--- src/rtl/tvm_ram.sv ---
// Generic single-write, single-read RAM with a registered read port.
// Stands alone; holds one bank of the activation vector.
`timescale 1ns / 1ps
module tvm_ram #(
    parameter int WIDTH = 8,
    parameter int DEPTH = 256
) (
    input  logic                     i_clk,
    input  logic                     i_we,
    input  logic [$clog2(DEPTH)-1:0] i_waddr,
    input  logic [WIDTH-1:0]         i_wdata,
    input  logic                     i_re,
    input  logic [$clog2(DEPTH)-1:0] i_raddr,
    output logic [WIDTH-1:0]         o_rdata
);

    logic [WIDTH-1:0] r_mem [DEPTH];
    logic [WIDTH-1:0] r_rdata;

    // Write port and registered read port; read data holds while no read is issued.
    always_ff @(posedge i_clk) begin
        if (i_we) begin
            r_mem[i_waddr] <= i_wdata;
        end
        if (i_re) begin
            r_rdata <= r_mem[i_raddr];
        end
    end

    assign o_rdata = r_rdata;

endmodule

--- config.mk ---
export PLATFORM = sky130hd
export DESIGN_NAME = tvm_ram
export DESIGN_NICKNAME = d
export VERILOG_FILES = /design/src/rtl/tvm_ram.sv
export SDC_FILE = /design/constraint.sdc
export NUM_CORES = 2
export LEC_CHECK = 0
export BUFFER_PORTS_ARGS = -buffer_cell sky130_fd_sc_hd__buf_4
export CAP_MARGIN = 0
export CORE_MARGIN = 4
export CORE_UTILIZATION = 65
export CTS_BUF_LIST = sky130_fd_sc_hd__clkbuf_4 sky130_fd_sc_hd__clkbuf_8
export DETAILED_ROUTE_END_ITERATION = 8
export PLACE_DENSITY = 0.82
export SYNTH_ARGS = -nofsm -noshare
export SYNTH_HDL_FRONTEND = slang
export SYNTH_SLANG_ARGS = --single-unit
--- constraint.sdc ---
create_clock -name i_clk -period 3.48 [get_ports i_clk]
set_input_delay 0.522 -clock i_clk [delete_from_list [all_inputs] [get_ports i_clk]]
set_output_delay 0.522 -clock i_clk [all_outputs]
set_load 0.02 [all_outputs]
# Word-level counts from Yosys, hierarchy flattened
# Memory sizes are Yosys's and may differ from the RTL's. A register that Yosys moved wholly into a read port is not among the register bits.
# Cells that the tools add are included.
# W data, S select, Z words.
word_totals:
  reg_bits: 0
  mem_bits_rw: 2048
  elab_cells: 3
  mem_count: 1
  inputBits: 27
classes:
  mux: 2
mem_list:
  columns: ["name", "words", "word_bits", "read_ports", "rd_clocked_by_memory_dff", "wr", "line_no", "rtl"]
  rows:
  - ["r_mem", 256, 8, 1, 1, 1, "17", "logic [WIDTH-1:0] r_mem [DEPTH];"]
ops:
  columns: ["op", "count"]
  rows:
  - ["$mux W1", 2]

# Longest topological paths before layout
logic_depth:
  ltp_word: 2
  depth_mapped: 11
  mapped_depth_nobuf: 6

# Least setup slack after synthesis
# No wires, ideal clock.
synth_timing:
  path_kind: "in2reg"
  startpoint: "in i_raddr[0]"
  endpoint: "reg r_rdata[2], in the netlist o_rdata[2], read port of r_mem (data pin)"
  path_slack_ns: 0.882
  setup_ns: 0.269
  t_arrival_ns: 2.329
  cell_stages: 9
  path_cell_list: "buf_6 > buf_12 > buf_8 > buf_2 > mux4_2 > a22oi_1 > a21oi_1 > nor4_1 > nor4_2"
synth_rtl:
  columns: ["element", "line_no", "rtl"]
  rows:
  - ["start: declaration", "13", "input logic [$clog2(DEPTH)-1:0] i_raddr,"]
  - ["end: declaration", "18", "logic [WIDTH-1:0] r_rdata;"]

==> metrics <==
Critical Path AT 3.63 ns; R2R Path Start r_mem[139][1]; sequential fraction of the synthesis area 77.5%; synth top area cells edfxtp_1 (78%), mux4_2 (13%), mux2i_1 (1.7%), nor2_1 (1.3%), a22oi_1 (1.3%); CP max FO 1; met1 wire length 68100 µm; WS Path Type reg -> reg; final antenna-violating net count 0; Mapped Nets 3760; Hold Crit Class in -> reg; RR Endpoint o_rdata[1]; post-cts resize count 0; final cell count without fillers 6160; total design power 49.5 mW; core area 122000 µm²; worst slew pin tran 1.18 ns; WL met3 27100 µm; FILL cells 6244; Clk Latency, worst-skew pair 0.99 ns; PwrDens 546 nW/µm²; Initial Utilization 65.4%; row cnt 128; Synth top area share 77.5%; crit path time final 2.93 ns; reg2reg path depth 7; number of synthesized flops with an enable pin 2056; mapped cell area 79600 µm²; fin crit share 84.2%; CTS tree built; # setup viols final 0; Leak Pwr 29.1 nW; Die ar. 128000 µm²; Worst setup SP type flip-flop; FFs w/ async S/R, synth 0%; slowest CP cell nor3_1; total grt overflow 0; synthesized flop and latch total 2056; hpwl dp 125000 µm; Cells after DPL 5601; net switching power 10.7 mW; Mean Syn Cell Area 21.3 µm²; largest net degree at the start of global routing 140; Worst R2R Setup Slack 0.55 ns; 1st-pass router iterations 6; Final Slew Violations 0; first-pass GRT wire length 291000 µm; CP max stage delay 0.75 ns; Max Cap Viol 0; PortBufs 34; worst hold path stage count 1; Switching Fraction 21.6%; root buf cell clkbuf_8; Hold Path End r_mem[66][1]; layout cell share with drive strength beyond 1 31.3%; GP Congestion 0.919; I/O pin cnt 35; Comb power frac 5.4%; Primary FF master, synth edfxtp_1; Fin. Hold Viols 0; Top Layer Used met5; cell mode on critical path mux4_2; WP data required 4.18 ns; cts bufs inserted 323; vias in the first global route 42900; Post-Synthesis Cells 3733; Post-layout nets 4329; met2 wire length 94300 µm; top cell type by total area after synthesis edfxtp_1; Post-Route Skew 0.0625 ns; CP cell instances mux4_2, mux4_2, nor2_1, a2111oi_1, nor3_1, buf_4, nor4_1; Global Route Usage Sum 31.6%; Synth top cells by count edfxtp_1 (2056), mux4_2 (454), nor2_1 (282); clock sinks 2056; clock slew seen by the registers of the worst setup and hold paths 0.06 ns; final core utilization 74.4%; DRT Wirelength 199000 µm; Max VDD drop 430 µV; Clock power frac 39.4%; sequential power share 55.3%; H-tree levels 5; Iteration-0 DRC Markers 6960; area grow syn2layout 13.7%; Fmax achieved 341 MHz; vias after detailed routing 42900; Crit. End Element flip-flop; worst-case clock buffer depth 4; status finished clean; synth unique cells 54; initial antenna violation count 5; Relative slew margins 21.1%; die width 358 µm; Die Ht 358 µm; RSZ-0062 raised after global routing no; WL per Instance 32.3 µm; Ys Warns 0; Worst Hold Launch i_wdata[1]; Internal Power 38.8 mW; DR vias/cell 6.96; DR DRC count 0; top-count cell post-synth edfxtp_1
==> metal layers <==
| layer | track usage [%] | vias up |
|---|---|---|
| met3 | 8.16 | 550 |
| met2 | 47.7 | 3576 |
| met5 | 0 | - |
| met1 | 44.9 | 21800 |
| met4 | 14.0 | 4 |
| li1 | - | 16900 |
==> cell usage in the layout (no fill, tap or decap), types with 10 or more instances in the layout <==
cell type / n
nor2_1: 279
clkbuf_8: 337
a211oi_1: 16
nor4_1: 24
a221oi_1: 13
buf_4: 418
o221ai_1: 46
edfxtp_1: 2056
buf_12: 48
o211ai_1: 10
nor2b_1: 28
clkbuf_4: 98
a22oi_1: 133
nand4_1: 10
o22ai_1: 28
mux2i_1: 134
mux4_2: 454
o21ai_0: 10
nand3_1: 34
a21oi_1: 96
clkinv_1: 87
clkinv_2: 21
nand2_1: 33
nor3_1: 22
==> layout make-up <==
class	instances	area, µm²	share of cell area (%)
clock buffers	427	5260	5.81
multi-input cells	1442	16500	18.2
repair buffers	477	4250	4.69
diodes	5	12.5	0.0138
inverters	2	7.51	0.00829
flip-flops and latches	2056	61700	68.2
well taps	1625	2030	2.24
clock inverters	126	796	0.879
==> repair_timing <==
item	4_1_cts	5_1_grt
buffers inserted	0	0
hold buffers	1	0
endpoints found under the hold margin	8	0
==> cell families (layout without fill, tap and decap cells) <==
family                 count (synthesis)  in the layout  synth area share [%]
other                                  0              5                     0
muxes                                591            591                  14.6
buffers and inverters                235           1032                  1.83
DFF                                 2056           2056                  77.5
and+or+nand+nor                      466            466                  2.63
AOI/OAI and AO/OA                    385            385                  3.42
==> state kept, by name (all words and copies together), names as in the netlist <==
register and cells:
r_mem 2048, o_rdata 8
==> per-stage QoR <==
stage	setup WS, ns	hold WS, ns	instance area [µm²]	setup TNS (ns)
6_report	0.550	0.0972	90600	0
5_1_grt	0.455	0.0789	90600	0
4_1_cts	0.548	0.0314	90600	0
3_5_place_dp	-0.367	0.833	84500	-0.809
3_3_place_gp	-0.297	0.832	84500	-0.590
2_1_floorplan	0.882	0.621	79600	0
==> power groups by stage <==
stage | registers, mW | logic [mW] | clock network [mW]
after global routing | 27.3 | 2.77 | 20.9
after global placement | 27.9 | 2.51 | 0
final | 27.3 | 2.67 | 19.5
after CTS | 27.3 | 2.62 | 19.6
after detailed placement | 27.9 | 2.60 | 0
after floorplan | 27.9 | 1.33 | 0
==> critical path: cells and delay by family, from the launching register on <==
| kind | cells | cell delay (ns) |
|---|---|---|
| AOI/OAI and AO/OA | 1 | 0.12 |
| buffers and inverters | 1 | 0.23 |
| DFF | 1 | 0.36 |
| muxes | 2 | 0.99 |
| and+or+nand+nor | 3 | 0.94 |
==> how the worst max path moves through the flow <==
stage                             start         end  cells after the start
final                     r_mem[139][1]  o_rdata[1]                      7
after global routing      r_mem[171][1]  o_rdata[1]                      6
after CTS                 r_mem[143][1]  o_rdata[1]                      7
after detailed placement     i_raddr[0]  o_rdata[1]                      9
after global placement       i_raddr[0]  o_rdata[1]                      9
after floorplan              i_raddr[0]  o_rdata[2]                      9
(Power assumes the default switching activity.)
