[config.mk]
export PLATFORM = sky130hd
export DESIGN_NAME = tvm_merge
export DESIGN_NICKNAME = d
export VERILOG_FILES = /design/src/rtl/tvm_pkg.sv /design/src/rtl/tvm_merge.sv
export SDC_FILE = /design/constraint.sdc
export NUM_CORES = 1
export LEC_CHECK = 0
export BUFFER_PORTS_ARGS = -buffer_cell sky130_fd_sc_hd__buf_2
export CORE_MARGIN = 2
export CORE_UTILIZATION = 47
export DETAILED_ROUTE_END_ITERATION = 10
export PLACE_DENSITY = 0.81
export SYNTH_ARGS = -nofsm -noshare
export SYNTH_HDL_FRONTEND = slang
export SYNTH_SLANG_ARGS = --single-unit
[constraint.sdc]
create_clock -name i_clk -period 5.2 [get_ports i_clk]
set_clock_uncertainty 0.15 [all_clocks]
set_input_delay 0.26 -clock i_clk [delete_from_list [all_inputs] [get_ports i_clk]]
set_output_delay 0.26 -clock i_clk [all_outputs]
set_load 0.02 [all_outputs]
[src/rtl/tvm_pkg.sv]
// Package for the ternary-weight matrix-vector block: widths, codes and shared types.
// Used by tvm_lane, tvm_merge and the top level; depends on nothing else.
`timescale 1ns / 1ps
package tvm_pkg;

    // Geometry of the activation vector and the four trit lanes.
    localparam int LANES      = 4;
    localparam int MAX_COLS   = 1024;
    localparam int BANK_DEPTH = MAX_COLS / LANES;
    localparam int BANK_AW    = $clog2(BANK_DEPTH);
    localparam int INDEX_W    = $clog2(MAX_COLS);
    localparam int NBYTES_W   = BANK_AW + 1;

    // Field widths.
    localparam int ACT_W    = 8;
    localparam int PROD_W   = ACT_W + 1;
    localparam int SUM_W    = 19;
    localparam int SCALE_W  = 24;
    localparam int SCALED_W = 42;
    localparam int COLS_W   = 11;
    localparam int ROWS_W   = 16;
    localparam int CFG_W    = 16;

    // Reset values of the configuration registers.
    localparam logic [COLS_W-1:0] COLS_RESET = COLS_W'(1024);
    localparam logic [ROWS_W-1:0] ROWS_RESET = ROWS_W'(4096);

    // Configuration register indexes.
    localparam logic CFG_COLS = 1'b0;
    localparam logic CFG_ROWS = 1'b1;

    // Operation codes carried in tuser.
    localparam logic OP_LOAD   = 1'b0;
    localparam logic OP_WEIGHT = 1'b1;

    // Trit codes; the other two codes decode to zero.
    localparam logic [1:0] TRIT_POS = 2'd1;
    localparam logic [1:0] TRIT_NEG = 2'd2;

    typedef logic signed [ACT_W-1:0]   t_act;
    typedef logic signed [PROD_W-1:0]  t_prod;
    typedef logic signed [SUM_W-1:0]   t_sum;
    typedef logic signed [SCALE_W-1:0] t_scale;

    // Control that travels with a weight beat from the read stage to the merge stage.
    typedef struct packed {
        logic valid;
        logic row_end;
        logic last_row;
    } t_row_ctl;

endpackage

[src/rtl/tvm_merge.sv]
// Merge stage: adds the four lane products into the row accumulator and
// registers the finished row. Depends on tvm_pkg.
`timescale 1ns / 1ps
module tvm_merge
    import tvm_pkg::*;
(
    input  logic     i_clk,
    input  logic     i_rst_n,
    input  logic     i_en,
    input  t_row_ctl i_ctl,
    input  t_scale   i_scale,
    input  t_prod    i_prod [LANES],
    output logic     o_res_valid,
    output t_sum     o_dot,
    output t_scale   o_scale,
    output logic     o_last_row
);

    t_sum   r_acc;
    t_sum   n_acc;
    logic   r_res_valid;
    t_sum   r_dot;
    t_scale r_scale;
    logic   r_last_row;

    // Sum of the lanes and the running row total.
    always_comb begin
        n_acc = r_acc;
        for (int k = 0; k < LANES; k++) begin
            n_acc = n_acc + SUM_W'(i_prod[k]);
        end
    end

    // Accumulator and result valid; the accumulator clears when a row ends.
    always_ff @(posedge i_clk) begin
        if (!i_rst_n) begin
            r_acc       <= '0;
            r_res_valid <= 1'b0;
        end else if (i_en) begin
            r_res_valid <= i_ctl.valid & i_ctl.row_end;
            if (i_ctl.valid) begin
                r_acc <= i_ctl.row_end ? '0 : n_acc;
            end
        end
    end

    // Row result payload.
    always_ff @(posedge i_clk) begin
        if (i_en && i_ctl.valid && i_ctl.row_end) begin
            r_dot      <= n_acc;
            r_scale    <= i_scale;
            r_last_row <= i_ctl.last_row;
        end
    end

    assign o_res_valid = r_res_valid;
    assign o_dot       = r_dot;
    assign o_scale     = r_scale;
    assign o_last_row  = r_last_row;

endmodule

Word-level counts from Yosys, hierarchy flattened --
Cells that the tools add are included.
Cells by class: bitwise gates (word level) 1, add/sub/neg operators 4, reduce and logical (&&, ||, !) cells 3, mux-type cells 1
Operators by type and width (count):
- $add A19 B9 Y19 | 4
- $mux W19 | 1
- $logic_and A1 B1 Y1 | 2
- $reduce_and A2 Y1 | 1
- $and A1 B1 Y1 | 1
Storage, ports and cells: output and inout bits 45, input port bits 66, word-level logic and storage cells 14, register bits after elaboration 64

Logic depth before layout (Yosys ltp) --
depth in word-level cells 5, depth in mapped cells 15, depth with buffers taken out 15

Least setup slack after synthesis --
OpenSTA, ideal clock, no wires.
kind input-to-reg, start point input port i_prod[8] in the netlist's numbering, end point register r_dot[18], in the netlist o_dot[18], data pin, library setup time 260 ps, setup slack 1194 ps, cell stages on the path 10, data required time 4790 ps, path buffers 0, data arrival time 3595 ps, path through fa_1 fa_1 fa_1 ha_1 a21oi_1 o21ai_1 a221oi_1 nor2_1 a221o_1 xor2_1
Between the ends: longest elaborated chain between the ends 1
RTL lines:
- from (decl) | RTL line tvm_merge.sv:12 | input t_prod i_prod [LANES],
- $add A19 B9 Y19 | RTL line tvm_merge.sv:30 | n_acc = n_acc + SUM_W'(i_prod[k]);
- named net n_acc[18] | RTL line tvm_merge.sv:20 | t_sum n_acc;
- to (signal assigned) | RTL line tvm_merge.sv:50 | r_dot <= n_acc;
- to (decl) | RTL line tvm_merge.sv:22 | t_sum r_dot;
The timed path passes the listed nets, and every way through them passes these cells. A chain may end at the register's enable or synchronous reset.

Worst setup path in the final report --
Same ends and word-level chain as after synthesis.

==> flow_metrics.tcl <==
set metrics [dict create \
    grt_setup_unrepaired "false" \
    slew_viol_final 0 \
    ys_warn_count 0 \
    drtIter0Drc 102 \
    r2r_cells 11 \
    cp_max_fo 10 \
    final_nets 589 \
    ys_seq_elements 64 \
    startpoint "i_prod[8]" \
    synth-edff-count 44 \
    outcome "finished clean" \
    grt.total_usage_pct 18.0 \
    min_from "i_rst_n" \
    hold_path_depth 2 \
    worstMarginPinSlew_ns 1.00 \
    syn2layout_area_growth_pct 28.2 \
    relSlewSlack_pct 33.3 \
    final_util_pct 61.1 \
    drt_pass1_iterations 4 \
    worstPathCellList "buf_2, fa_1, fa_1, fa_1, ha_1, a21oi_1, o21ai_1, a221oi_1, nor2_1, a221o_1, xor2_1" \
    p_per_area_nw_per_um2 467 \
    synth-seq-area-share_pct 44.6 \
    synth_fp_nets 447 \
    post_drt_via_cell_ratio 4.87 \
    p_int_mw 1.36 \
    cts_buffer_depth 2 \
    tns_ns 0 \
    cp.required_ns 5.14 \
    place_hpwl_um 5570 \
    grt_overflow 0 \
    hp-class "input pin to register" \
    seqPwrFrac_pct 30.6 \
    post_cts_buffers 0 \
    drv_cap 0 \
    clock.fmax_mhz 248 \
    grt_pass1_wl_um 12300 \
    postSynthAreaPerCell_sq_um 11.9 \
    synthArstFlopShare_pct 0 \
    grt_antenna_before_repair 0 \
    drc_errors 0 \
    die-height_um 94.6 \
    slowest_delay_ns 0.98 \
    io_buffers 110 \
    fin_crit_sh_pct 77.5 \
    diodes 0 \
    via_count 2812 \
    dp_slack_ns 0.776 \
    initial_core_util_pct 47.6 \
    gp_congestion 0.801 \
    power_switching_uw 953 \
    setup_ws_ns 1.17 \
    period_needed_ns 4.03 \
    clockPowerShare_pct 15.5 \
    path_clk_slew_ns 0.07 \
    critPathSlowestCell "fa_1" \
    io-pin-count 111 \
    synth_cell_types 42 \
    timing_worst_setup_path_type "input pin to register" \
    die_area_sq_um 8950 \
    h-tree-depth 3 \
    ant_nets 0 \
    grt_pass1_vias 2706 \
    std_cell_rows 33 \
    combPwrFrac_pct 53.9 \
    wire_per_inst_um 13.0 \
    ir_drop_mv 0.209 \
    syn_area_sq_um 3860 \
    synth_cells 325 \
    cts_made_buffers 9 \
    cts_sinks 64 \
    arrival_ns 3.97 \
    hold_viol 0 \
    setup_viol 0 \
    r2r_start "r_acc[1]$_SDFFE_PN0P_" \
    die_x_um 94.6 \
    clock_latency_ns 0.33 \
    n_fill_cell 674 \
    tritoncts "yes" \
    start_kind "input pin" \
    crit_top_cell "fa_1" \
    p_leak_nw 2.29 \
    rrSetupSlack_ns 2.12 \
    switching_share_pct 41.3 \
    grt_max_degree 46 \
    synth-main-ff-cell "edfxtp_1" \
    core_sq_um 8090 \
    layout-drive-gt1-share_pct 29.4 \
    end_kind "register" \
    wl_um 7530 \
    root_buffer "clkbuf_8" \
]
==> final cells by class <==
class / instances / area (sq um) / area share, %
Multi-Input combinational cell: 187 / 1860 / 37.7
Clock inverter: 6 / 36.3 / 0.734
Timing Repair Buffer: 135 / 801 / 16.2
Clock buffer: 10 / 128 / 2.58
Sequential cell: 64 / 1720 / 34.8
Inverter: 70 / 263 / 5.32
Tap cell: 105 / 131 / 2.66
==> synth_stat cells (6+ instances only) <==
cell | count | area, sq um
a21oi_1 | 16 | 80.1
nor2b_1 | 14 | 87.6
dfxtp_1 | 20 | 400
nand2_1 | 14 | 52.6
xor2_1 | 6 | 52.6
nor2_1 | 12 | 45.0
o21ai_1 | 6 | 30.0
inv_1 | 70 | 263
a22o_1 | 10 | 87.6
a22oi_1 | 6 | 45.0
xnor2_1 | 8 | 70.1
fa_1 | 36 | 721
ha_1 | 20 | 250
edfxtp_1 | 44 | 1320
==> placed cells by master, fill, tap and decap left out, drive strengths merged, types with 2 or more instances in the layout <==
cell type,synthesis,layout
buf,0,110
inv,70,70
edfxtp,44,44
fa,36,36
dlygate4sd3,0,25
ha,20,20
dfxtp,20,20
a21oi,16,16
nand2,15,15
nor2b,14,14
nor2,13,13
a22o,10,10
clkbuf,4,10
o21ai,10,10
xnor2,8,8
xor2,8,8
a22oi,6,6
a21o,5,5
clkinv,0,5
and2,3,3
nor3b,3,3
nor3,2,2
o21a,2,2
a211oi,2,2
o211ai,2,2
==> kinds of logic after synthesis <==
family                   share of synthesized area, %
XOR/XNOR                                         4.02
buffers and inverters                            7.20
AND/OR/NAND/NOR                                  7.11
AO/OA/AOI/OAI                                    11.8
adder cells (fa/ha/maj)                          25.2
flip-flops                                       44.6
==> power groups by stage <==
stage / clock (mW) / combinational, mW / sequential, mW
2_1_floorplan: 0 / 0.905 / 0.766
3_3_place_gp: 0 / 1.19 / 0.715
3_5_place_dp: 0 / 1.22 / 0.717
4_1_cts: 0.367 / 1.24 / 0.707
5_1_grt: 0.392 / 1.40 / 0.714
6_report: 0.357 / 1.25 / 0.706
==> final timing paths <==
check                             end
max               o_dot[18]$_DFFE_PP_
min          o_res_valid$_SDFFE_PN0P_
max reg2reg    r_acc[17]$_SDFFE_PN0P_
min reg2reg     r_acc[8]$_SDFFE_PN0P_
==> metal layers <==
metal	part of all wire (%)	vias to the layer above	track usage (%)
met1	44	1336	23.2
met5	0	-	0
met4	1.3	0	4.95
met2	49	100	29.8
met3	6.4	12	5.19
li1	-	1364	-
==> state kept, by name, summed over array words and instances, names as in the netlist <==
| register | count |
|---|---|
| o_scale | 24 |
| o_dot | 19 |
| r_acc | 19 |
| o_last_row | 1 |
| o_res_valid | 1 |
==> metrics by stage <==
step	cell area, sq um	std cells	hold slack, ns	power (mW)
final	4940	577	0.102	2.31
after detailed placement	4530	536	0.289	1.94
after CTS	4940	577	0.0920	2.32
after global routing	4940	577	0.104	2.51
after global placement	4530	536	0.286	1.91
after floorplan	3860	325	0.209	1.67
==> timing repair <==
action | in CTS | in global routing
hold buffers | 25 | 0
hold endpoints to repair | 25 | 0
gates resized for setup | 0 | 0
endpoints found under the setup margin | 0 | 0
==> critical path: cells and delay by family <==
| family | cells | cell delay [ns] |
|---|---|---|
| buf+inv | 1 | 0.11 |
| fa+ha+maj | 4 | 2.41 |
| xor+xnor | 1 | 0.15 |
| compound gates | 4 | 0.96 |
| simple gates | 1 | 0.07 |
No activity file was read; power rests on OpenSTA's default activity.
