$ cat config.mk
export PLATFORM = sky130hd
export DESIGN_NAME = tvm_lane
export DESIGN_NICKNAME = d
export VERILOG_FILES = /design/src/rtl/tvm_pkg.sv /design/src/rtl/tvm_lane.sv
export SDC_FILE = /design/constraint.sdc
export NUM_CORES = 1
export LEC_CHECK = 0
export BUFFER_PORTS_ARGS = -buffer_cell sky130_fd_sc_hd__buf_2
export CELL_PAD_IN_SITES_DETAIL_PLACEMENT = 2
export CELL_PAD_IN_SITES_GLOBAL_PLACEMENT = 2
export CORE_MARGIN = 1.5
export CORE_UTILIZATION = 20
export DETAILED_ROUTE_END_ITERATION = 8
export PLACE_DENSITY = 0.83
export REMOVE_ABC_BUFFERS = 1
export SYNTH_ARGS = -nofsm -noshare
export SYNTH_HDL_FRONTEND = slang
export SYNTH_SLANG_ARGS = --single-unit
$ cat constraint.sdc
create_clock -name vclk -period 1.22
set_input_delay 0 -clock vclk [all_inputs]
set_output_delay 0 -clock vclk [all_outputs]
set_load 0.03 [all_outputs]
$ cat src/rtl/tvm_pkg.sv
// Package for the ternary-weight matrix-vector block: widths, codes and shared types.
// Used by tvm_lane, tvm_merge and the top level; depends on nothing else.
`timescale 1ns / 1ps
package tvm_pkg;

    // Geometry of the activation vector and the four trit lanes.
    localparam int LANES      = 4;
    localparam int MAX_COLS   = 1024;
    localparam int BANK_DEPTH = MAX_COLS / LANES;
    localparam int BANK_AW    = $clog2(BANK_DEPTH);
    localparam int INDEX_W    = $clog2(MAX_COLS);
    localparam int NBYTES_W   = BANK_AW + 1;

    // Field widths.
    localparam int ACT_W    = 8;
    localparam int PROD_W   = ACT_W + 1;
    localparam int SUM_W    = 19;
    localparam int SCALE_W  = 24;
    localparam int SCALED_W = 42;
    localparam int COLS_W   = 11;
    localparam int ROWS_W   = 16;
    localparam int CFG_W    = 16;

    // Reset values of the configuration registers.
    localparam logic [COLS_W-1:0] COLS_RESET = COLS_W'(1024);
    localparam logic [ROWS_W-1:0] ROWS_RESET = ROWS_W'(4096);

    // Configuration register indexes.
    localparam logic CFG_COLS = 1'b0;
    localparam logic CFG_ROWS = 1'b1;

    // Operation codes carried in tuser.
    localparam logic OP_LOAD   = 1'b0;
    localparam logic OP_WEIGHT = 1'b1;

    // Trit codes; the other two codes decode to zero.
    localparam logic [1:0] TRIT_POS = 2'd1;
    localparam logic [1:0] TRIT_NEG = 2'd2;

    typedef logic signed [ACT_W-1:0]   t_act;
    typedef logic signed [PROD_W-1:0]  t_prod;
    typedef logic signed [SUM_W-1:0]   t_sum;
    typedef logic signed [SCALE_W-1:0] t_scale;

    // Control that travels with a weight beat from the read stage to the merge stage.
    typedef struct packed {
        logic valid;
        logic row_end;
        logic last_row;
    } t_row_ctl;

endpackage

$ cat src/rtl/tvm_lane.sv
// One trit lane: decodes a 2-bit trit and applies it to one activation.
// Depends on tvm_pkg.
`timescale 1ns / 1ps
module tvm_lane
    import tvm_pkg::*;
(
    input  logic [1:0] i_trit,
    input  t_act       i_act,
    output t_prod      o_prod
);

    t_prod w_act_ext;

    assign w_act_ext = PROD_W'(i_act);

    // Plus one passes the activation, minus one negates it, the rest give zero.
    always_comb begin
        unique case (i_trit)
            TRIT_POS: o_prod = w_act_ext;
            TRIT_NEG: o_prod = -w_act_ext;
            default:  o_prod = '0;
        endcase
    end

endmodule

## Word-level counts from Yosys, hierarchy flattened

Cells that the tools add are included.

- Muxes and demuxes: 1
- $add $sub $neg: 1
- Equal/unequal tests: 2

Operator list:

| operator | number |
|---|---|
| case mux 9 bit (2 select lines) | 1 |
| negation 8 -> 9 bit | 1 |
| == test 2 x 1 -> 1 bit, second input constant | 1 |
| == test 2 bit, second input constant | 1 |

- Bits in registers: 0

## Logic depth before layout (Yosys ltp)

Gate-level depths: netlist (run 1).

- Depth in word-level cells: 2
- Mapped depth: 6
- Gate-level depth less buffers: 5

## Worst setup path before layout (run 1)

Ideal clock, no wire load.

- Path type: input to output
- Start point: input port i_act[3]
- End point: output port o_prod[7]
- Stages on the path: 3
- Buffers on the path: 0
- Path slack: -254 ps
- Arrival time: 1474 ps
- Cells stage by stage: or4_4 or3_1 a31oi_1

- Cells in the longest elaborated chain, start to end: 2

RTL lines:

| element | line | text |
|---|---|---|
| from (decl) | tvm_lane.sv:8 | `input t_act i_act,` |
| negation 8 -> 9 bit | tvm_lane.sv:20 | `TRIT_NEG: o_prod = -w_act_ext;` |
| case mux 9 bit (2 select lines) | tvm_lane.sv:18 | `unique case (i_trit)` |
| to (decl) | tvm_lane.sv:9 | `output t_prod o_prod` |

No other way between the ends.

## Worst setup path after layout (run 1)

- Start point: input port i_act[0]
- End point: output port o_prod[7]

Same word-level chain as after synthesis.

==> results by group, run 1 <==
Pwr
  • Comb pwr share: 1.000
  • PD cells: 377 nW/um^2
  • Sequential power share: 0
  • Maximum VDD drop: 0.140 mV
  • Switching share of power: 0.543
  • Pleak: 0.000315 uW
  • Pint: 109 uW
  • Clk pwr share: 0
  • Sw Pwr: 130 uW

Setup path
  • Critical path endpoint category: primary output
  • Arr. time, crit path: ~1.3 ns
  • Max FO, Critical Path: 3
  • Startpoint class of the critical path: primary input
  • Setup CP Type: primary input to primary output
  • CP required: roughly 1.2 ns

Cells and area
  • Antenna Cells: 0
  • Final cell utilization of the core: 0.422
  • CLK BUF: 0
  • Register area: 0 sq um
  • Most frequent cells in the layout: buf_4 (20), buf_2 (12), inv_1 (5), nor2_1 (5)
  • Post-route insts no fill: 102
  • Nets: 101
  • Sequential cell count: 0
  • Layout cells sized above 1: 0.547
  • Commonest non-fill, non-tap cell in the layout: buf_4
  • Synthesis-to-finish area growth: 96.1%
  • Design Area, Final: 636 sq um

Floorplanning
  • Die area: 1870 sq um
  • DIE HEIGHT: 43.3 um
  • # rows: 14
  • Core outline area: roughly 1500 sq um
  • Effective utilization at floorplan: 0.215
  • Die W: 43.3 um
  • # IOs: 19

Drt
  • Routed WL: 1540 um
  • Wirelength per Cell: 15.1 um
  • First-pass DRT Iterations: 4
  • Post-route ant nets: 0
  • Vias per inst: 5.17
  • DRC: 0
  • Initial drt markers: 6
  • Via count: 527

Placed design
  • DP Area: 539 sq um
  • Hpwl dp: 1230 um
  • Placed instance count: 100
  • GPL Wtd Cong: 0.809
  • IO buf count: 19

Timing
  • Max-slew violation count: 0
  • Period Utilization, post-route: 1.08
  • Final-report hold violation count: 0
  • Fmax: between 700 and 800 MHz
  • # setup viols final: 3
  • Post-layout min period: 1.32 ns
  • Worst-Margin Slew: between 0.3 and 0.4 ns
  • Post-route setup slack: -0.0970 ns
  • Rel. slew slack: 0.777
  • Hold slack: 0.418 ns
  • Setup tns final: -0.185 ns
  • RSZ-0062 raised after global routing: true

Global routing
  • First-pass GRT wire length: 2600 um
  • GR Util All Layers: 0.176
  • Global route overflow: 0
  • Vias in the first global route: 574
  • Largest net degree at the start of global routing: 13
  • Initial antenna violation count: 0

Synthesis
  • Netlist cell types: 25
  • Synthesized area: 324 sq um
  • Syn Area/Cell: approximately 6.2 sq um
  • Sequential area share after synthesis: 0
  • Synth warnings: 0
  • Cells after synthesis: 52

Run status
  • Status: finished with violations
  • Failing checks: negative setup slack

Min path
  • Worst hold path class: primary input to primary output

CTS
  • Hold-fix buffers, CTS: 0

Job
  • Max-cap violations: 0
[Yosys cell counts]
library cell / n / area share
ha_1: 3 / 0.12
nand3_1: 1 / 0.015
buf_2: 1 / 0.015
nand4_1: 1 / 0.019
o211ai_1: 2 / 0.046
o32ai_1: 2 / 0.054
buf_4: 2 / 0.046
a22oi_1: 2 / 0.046
nor4_1: 1 / 0.019
o31ai_1: 1 / 0.023
o21ai_0: 1 / 0.015
or3b_2: 1 / 0.027
or4_4: 1 / 0.035
or3_1: 2 / 0.039
nor2b_1: 1 / 0.019
nor2_1: 5 / 0.058
nand2_1: 4 / 0.046
a21oi_1: 3 / 0.046
a31oi_1: 2 / 0.039
nand3b_1: 3 / 0.069
nor3_1: 2 / 0.031
or4_1: 1 / 0.023
a21o_1: 1 / 0.023
inv_1: 7 / 0.081
nor3b_1: 2 / 0.046
[cells by family (layout without fill, tap and decap cells)]
family,after synthesis,after routing,share of synthesized area
AO/OA/AOI/OAI,14,14,0.293
adder cells (fa/ha/maj),3,3,0.116
buffers and inverters,10,44,0.143
AND/OR/NAND/NOR,25,25,0.448
[metrics by stage]
stage	total power [uW]	worst slack [ns]
2_1_floorplan	105	-0.254
6_report	240	-0.0970
3_5_place_dp	211	-0.374
3_3_place_gp	200	-0.315
4_1_cts	237	-0.0943
5_1_grt	260	-0.121
[power groups by stage]
stage / clock [uW] / combinational, uW / sequential (uW)
after floorplan: 0 / 105 / 0
after global placement: 0 / 200 / 0
after detailed placement: 0 / 211 / 0
after CTS: 0 / 237 / 0
after global routing: 0 / 260 / 0
final: 0 / 240 / 0
[final timing paths]
path	from	end	slack [ns]	depth (start not counted)
min	i_act[7]	o_prod[8]	0.42	4
max	i_act[0]	o_prod[7]	-0.1	6
[metal layers]
metal | global-route usage | wire length (um)
met5 | 0 | 0
met3 | 0 | 34
met1 | 0.215 | 669
met2 | 0.355 | 833
met4 | 0 | 0
[worst max-delay path, stage by stage]
cell,delay [ns]
buf_6,0.10
buf_6,0.11
or4_4,0.43
or3_4,0.33
a31oi_1,0.17
buf_4,0.18
[what timing repair did]
item                                    CTS  global route
pin swaps                                 6             3
endpoints found under the setup margin    4             7
buffers inserted                          2             0
resized for setup                        18             5
[area by class of cell]
class	count	area, sq um
Fill cell	190	871
Inverter	7	28.8
Multi-Input combinational cell	42	317
Tap cell	16	20.0
Timing Repair Buffer	37	270
Note: power is estimated with default switching activity, not from simulation.
==> inputs of run 2 (changes only) <==
Settings changed: PLACE_DENSITY 0.83 to 0.86.
==> run 2 against run 1 <==
The run still ends with negative setup slack left. Non-clock buffer count rose by 2. Routed wire length is 32% higher. Final area increased by 13%. Total power increased by 18%. Clock-buffer cell count unchanged. Global-route usage increased by 5.7 points. Core utilization increased by 5.5 points. Largest cell class unchanged. Largest power group unchanged.
==> results by group, run 2 (synthesis gave the netlist of run 1 again) <==
Run status
  • Status: finished with violations
  • Failing checks: negative setup slack

Floorplanning
  • Die area: ~1900 sq um
  • Effective utilization at floorplan: 0.215
  • # IOs: 19
  • DIE HEIGHT: 43.3 um
  • Die W: 43.3 um
  • # rows: 14
  • Core outline area: 1510 sq um

Global routing
  • First-pass GRT wire length: 3240 um
  • Largest net degree at the start of global routing: 13
  • GR Util All Layers: 0.233
  • Vias in the first global route: approximately 650
  • Global route overflow: 0
  • Initial antenna violation count: 0

Pwr
  • Switching share of power: 0.556
  • Sequential power share: 0
  • Sw Pwr: 158 uW
  • Comb pwr share: 1.000
  • Maximum VDD drop: 0.165 mV
  • Clk pwr share: 0
  • Pint: 126 uW
  • Pleak: 0.000336 uW
  • PD cells: 395 nW/um^2

Setup path
  • Worst Setup SP: i_act[0]
  • Max FO, Critical Path: 2
  • CP required: 1.22 ns
  • Critical path endpoint category: primary output
  • Setup CP Type: primary input to primary output
  • Startpoint class of the critical path: primary input
  • Worst Setup EP: o_prod[7]
  • Arr. time, crit path: 1.39 ns

Job
  • Max-cap violations: 0

Timing
  • Setup tns final: -0.363 ns
  • Worst-Margin Slew: 0.351 ns
  • Hold slack: 0.423 ns
  • Post-layout min period: around 1.4 ns
  • Max-slew violation count: 0
  • Rel. slew slack: 0.766
  • Period Utilization, post-route: 1.14
  • Post-route setup slack: -0.170 ns
  • # setup viols final: 4
  • RSZ-0062 raised after global routing: true
  • Final-report hold violation count: 0
  • Fmax: 720 MHz

Placed design
  • Placed instance count: 102
  • IO buf count: 19
  • GPL Wtd Cong: 0.801
  • Dpl ws: -0.414 ns
  • DP Area: 554 sq um
  • Hpwl dp: 1410 um

Cells and area
  • Sequential cell count: 0
  • Design Area, Final: 718 sq um
  • Antenna Cells: 0
  • Commonest non-fill, non-tap cell in the layout: buf_4
  • Area of the multi-input gates: 382 sq um
  • Nets: 103
  • Most frequent cells in the layout: buf_4 (22), buf_2 (11), buf_6 (6)
  • Layout cells sized above 1: 0.659
  • CLK BUF: 0
  • Register area: 0 sq um
  • Synthesis-to-finish area growth: 122%
  • Post-route insts no fill: between 100 and 150
  • Filler instances: 180

Drt
  • Max layer used: met4
  • Initial drt markers: 2
  • Wirelength per Cell: 19.5 um
  • Via count: between 500 and 600
  • First-pass DRT Iterations: 3
  • Met2 routed WL: 1110 um
  • Routed WL: between 2000 and 2500 um
  • Met3 wire length: 50 um
  • M1 WL: 824 um
  • Vias per inst: 5.37
  • DRC: 0
  • Post-route ant nets: 0

Min path
  • Worst hold path class: primary input to primary output
==> run 2: per-layer routing <==
metal | up-vias | GRT usage
li1 | 265 | -
met1 | 273 | 0.253
met2 | 16 | 0.430
met3 | 4 | 0.0340
met4 | 0 | 0.109
met5 | - | 0
==> run 2: worst min-delay path by stage <==
stage | from | end | slack [ns] | cells past startpoint
floorplan | i_act[0] | o_prod[0] | 0.18 | 2
global placement | i_act[7] | o_prod[8] | 0.41 | 4
detailed placement | i_act[7] | o_prod[8] | 0.43 | 4
CTS | i_act[7] | o_prod[8] | 0.43 | 4
global route | i_act[7] | o_prod[8] | 0.46 | 4
finish | i_act[7] | o_prod[8] | 0.42 | 4
==> run 2: area by class of cell <==
type / count / share of cell area
multi-input combinational: 42 / 0.531
inverter: 7 / 0.0401
timing repair buffer: 39 / 0.401
tap: 16 / 0.0279
==> run 2: critical path, cell delays in order <==
cell and delay (ns):
buf_6 0.10, buf_6 0.11, or4_4 0.50, or3_1 0.32, a31oi_1 0.18, buf_4 0.18
==> run 2: stage by stage <==
stage / util / power (uW)
5_1_grt: 0.477 / 302
3_3_place_gp: 0.368 / 204
3_5_place_dp: 0.368 / 220
4_1_cts: 0.442 / 257
2_1_floorplan: - / 105
6_report: 0.477 / 283
==> run 2: power by group through the flow <==
stage,registers (uW),logic [uW],clock network [uW]
after global placement,0,204,0
after detailed placement,0,220,0
after global routing,0,302,0
after CTS,0,257,0
after floorplan,0,105,0
final,0,283,0
==> run 2: repair_timing <==
action                                 CTS  global route
gates resized for setup                 28             9
endpoints found under the hold margin    0             0
hold buffers                             0             0
setup endpoints to repair                6             7
pin swaps                                9             4
buffers inserted                         2             0
==> inputs of run 3 (changes only) <==
==> constraint.sdc (replaced) <==
create_clock -name vclk -period 1.22
set_input_delay 0.122 -clock vclk [all_inputs]
set_output_delay 0.122 -clock vclk [all_outputs]
set_load 0.03 [all_outputs]
==> run 3 against run 2 <==
The flow now stops in global routing. Area after synthesis stayed put. Synthesized cell count stayed put.
==> results by group, run 3 <==
Synthesis
  • Post-synth top area share: 0.116
  • Synthesized area: 324 sq um
  • Syn Area/Cell: 6.23 sq um
  • Synth top area cells: ha_1 (12%), inv_1 (8.1%), nand3b_1 (6.9%)
  • Cells after synthesis: 52
  • Synth area leader: ha_1
  • Sequential area share after synthesis: 0
  • Post-synth top cells: inv_1 (7), nor2_1 (5), nand2_1 (4)
  • Count leader, synth: inv_1
  • Netlist cell types: 25
  • Synth warnings: 0

Timing
  • Worst-path endpoint category: output port
  • Grt repair worst endpoint: o_prod[7]

Floorplanning
  • Die W: 43.3 um
  • # rows: 14
  • Effective utilization at floorplan: 0.215
  • DIE HEIGHT: 43.3 um
  • # IOs: 19

Placed design
  • GPL Wtd Cong: 0.780
  • IO buf count: 19
  • Hpwl dp: 1250 um

Run status
  • Failed at: global routing
  • Status: stopped before the end
  • Stop err: [ERROR DPL-0033] detailed placement checks failed during check placement.

Global routing
  • Largest net degree at the start of global routing: 9
  • Initial antenna violation count: 0
-- run 3: cell families after synthesis --
| kind of cell | count (synthesis) | synth area share |
|---|---|---|
| fa+ha+maj | 3 | 0.116 |
| compound gates | 14 | 0.293 |
| buf+inv | 10 | 0.143 |
| simple gates | 25 | 0.448 |
-- run 3: stage by stage --
step | setup WS (ns) | instances | cell area, sq um
3_5_place_dp | -0.643 | 105 | 577
4_1_cts | -0.443 | 113 | 774
3_3_place_gp | -0.566 | 105 | 577
2_1_floorplan | -0.498 | 49 | 304
-- run 3: what timing repair did --
| item | CTS |
|---|---|
| cloned | 1 |
| pin swaps | 14 |
| hold buffers | 0 |
| setup endpoints to repair | 9 |
| resized for setup | 38 |
| buffers inserted | 8 |
==> inputs of run 4 (changes only) <==
Settings changed: CELL_PAD_IN_SITES_DETAIL_PLACEMENT 2 to unset, CELL_PAD_IN_SITES_GLOBAL_PLACEMENT 2 to unset, CORE_AREA set to 2 2 63 65, CORE_MARGIN 1.5 to unset, CORE_UTILIZATION 20 to unset, DIE_AREA set to 0 0 65 67, PLACE_DENSITY 0.86 to unset, PLACE_DENSITY_LB_ADDON set to 0.15.
Clock period 1.22 ns to 1.6 ns, I/O delays scaled along.
==> run 4 against run 3 <==
The flow now finishes, with violations (negative setup slack).
==> results by group, run 4 (synthesis gave the netlist of run 1 again) <==
Timing
  • Rel. slew slack: 0.775
  • Final-report hold violation count: 0
  • # setup viols final: 2
  • Post-layout min period: 1.71 ns
  • Worst-Margin Slew: approximately 0.34 ns
  • RSZ-0062 raised after global routing: true
  • Max-slew violation count: 0
  • Hold slack: 0.737 ns
  • Post-route setup slack: -0.114 ns
  • Fmax: 583 MHz
  • Period Utilization, post-route: 1.07

Setup path
  • Arr. time, crit path: 1.55 ns
  • Critical path endpoint category: primary output
  • CP required: between 1 and 1.5 ns
  • Startpoint class of the critical path: primary input
  • Setup CP Type: primary input to primary output
  • Worst Setup SP: i_act[0]
  • Max FO, Critical Path: 2

Global routing
  • GR Util All Layers: 0.0625
  • Largest net degree at the start of global routing: 13
  • Global route overflow: 0
  • Vias in the first global route: about 520
  • Initial antenna violation count: 0
  • First-pass GRT wire length: 2250 um

Cells and area
  • Final cell utilization of the core: 0.190
  • Commonest non-fill, non-tap cell in the layout: buf_4
  • Most frequent cells in the layout: buf_4 (20), buf_2 (14), inv_1 (5), nor2_1 (5), nand2_1 (4)
  • Sequential cell count: 0
  • Synthesis-to-finish area growth: 112%
  • CLK BUF: 0
  • Register area: 0 sq um
  • Nets: around 100
  • Filler instances: 424
  • Layout cells sized above 1: 0.563
  • Antenna Cells: 0

Placed design
  • IO buf count: 19
  • Hpwl dp: 1120 um
  • GPL Wtd Cong: ~0.77

Drt
  • Via count: 519
  • Post-route ant nets: 0
  • Initial drt markers: 12
  • First-pass DRT Iterations: 4
  • Vias per inst: 3.84
  • DRC: 0
  • Routed WL: approximately 1300 um
  • Wirelength per Cell: about 10 um

Floorplanning
  • Core outline area: 3610 sq um
  • # IOs: 19
  • # rows: 22
  • Effective utilization at floorplan: 0.0899
  • Die area: 4360 sq um
  • DIE HEIGHT: 67 um
  • Die W: 65 um

Pwr
  • Pleak: 0.000319 uW
  • Comb pwr share: 1.000
  • Maximum VDD drop: 0.0697 mV
  • Sw Pwr: 97.9 uW
  • Sequential power share: 0
  • Clk pwr share: 0
  • PD cells: 265 nW/um^2
  • Switching share of power: 0.539
  • Pint: 83.8 uW

Run status
  • Failing checks: negative setup slack
  • Status: finished with violations

CTS
  • Hold-fix buffers, CTS: 0

Min path
  • Hold endpoint: o_prod[8]
  • Worst hold path class: primary input to primary output
  • Worst hold path depth: 4
  • Hold Crit Start: i_act[7]

Job
  • Max-cap violations: 0
==> run 4: area by class of cell <==
cell class,instances,area (sq um),share of cell area
inverters,7,31.3,0.0456
well taps,48,60.1,0.0876
multi-input cells,42,322,0.469
repair buffers,38,273,0.398
==> run 4: how the worst max path moves through the flow <==
stage / endpoint / slack (ns) / cells after the start
after global routing: o_prod[7] / -0.16 / 6
final: o_prod[7] / -0.11 / 6
after CTS: o_prod[6] / -0.13 / 7
after detailed placement: o_prod[6] / -0.30 / 7
after global placement: o_prod[6] / -0.30 / 7
after floorplan: o_prod[7] / -0.19 / 3
==> run 4: power groups by stage <==
stage	Combinational (uW)	Clock [uW]	Sequential, uW
3_5_place_dp	161	0	0
3_3_place_gp	161	0	0
6_report	182	0	0
5_1_grt	199	0	0
2_1_floorplan	80.4	0	0
4_1_cts	180	0	0
==> run 4: timing repair <==
item | in CTS | in global routing
resized for setup | 19 | 4
cloned | 0 | 0
buffers inserted | 1 | 0
setup endpoints to repair | 5 | 5
pin swaps | 6 | 2
==> run 4: worst max-delay path, stage by stage <==
cell	delay, ns
buf_8	0.10
buf_6	0.10
or4_4	0.50
or3_1	0.32
a31oi_1	0.18
buf_4	0.18
==> run 4: per-layer routing <==
metal	track usage	up-vias	part of all wire
li1	-	265	-
met1	0.0860	239	0.50
met2	0.115	15	0.45
met3	0.00169	0	0.048
met4	0	0	0
met5	0	-	0
==> run 4: per-stage QoR <==
step / instance area [sq um] / TNS (ns) / power, uW / instances / setup WS, ns
after floorplan: 304 / -0.444 / 80.4 / 49 / -0.194
after detailed placement: 594 / -0.752 / 161 / 134 / -0.304
after CTS: 666 / -0.250 / 180 / 135 / -0.126
after global placement: 594 / -0.770 / 161 / 134 / -0.301
after global routing: 686 / -0.264 / 199 / 135 / -0.156
final: 686 / -0.187 / 182 / 135 / -0.114
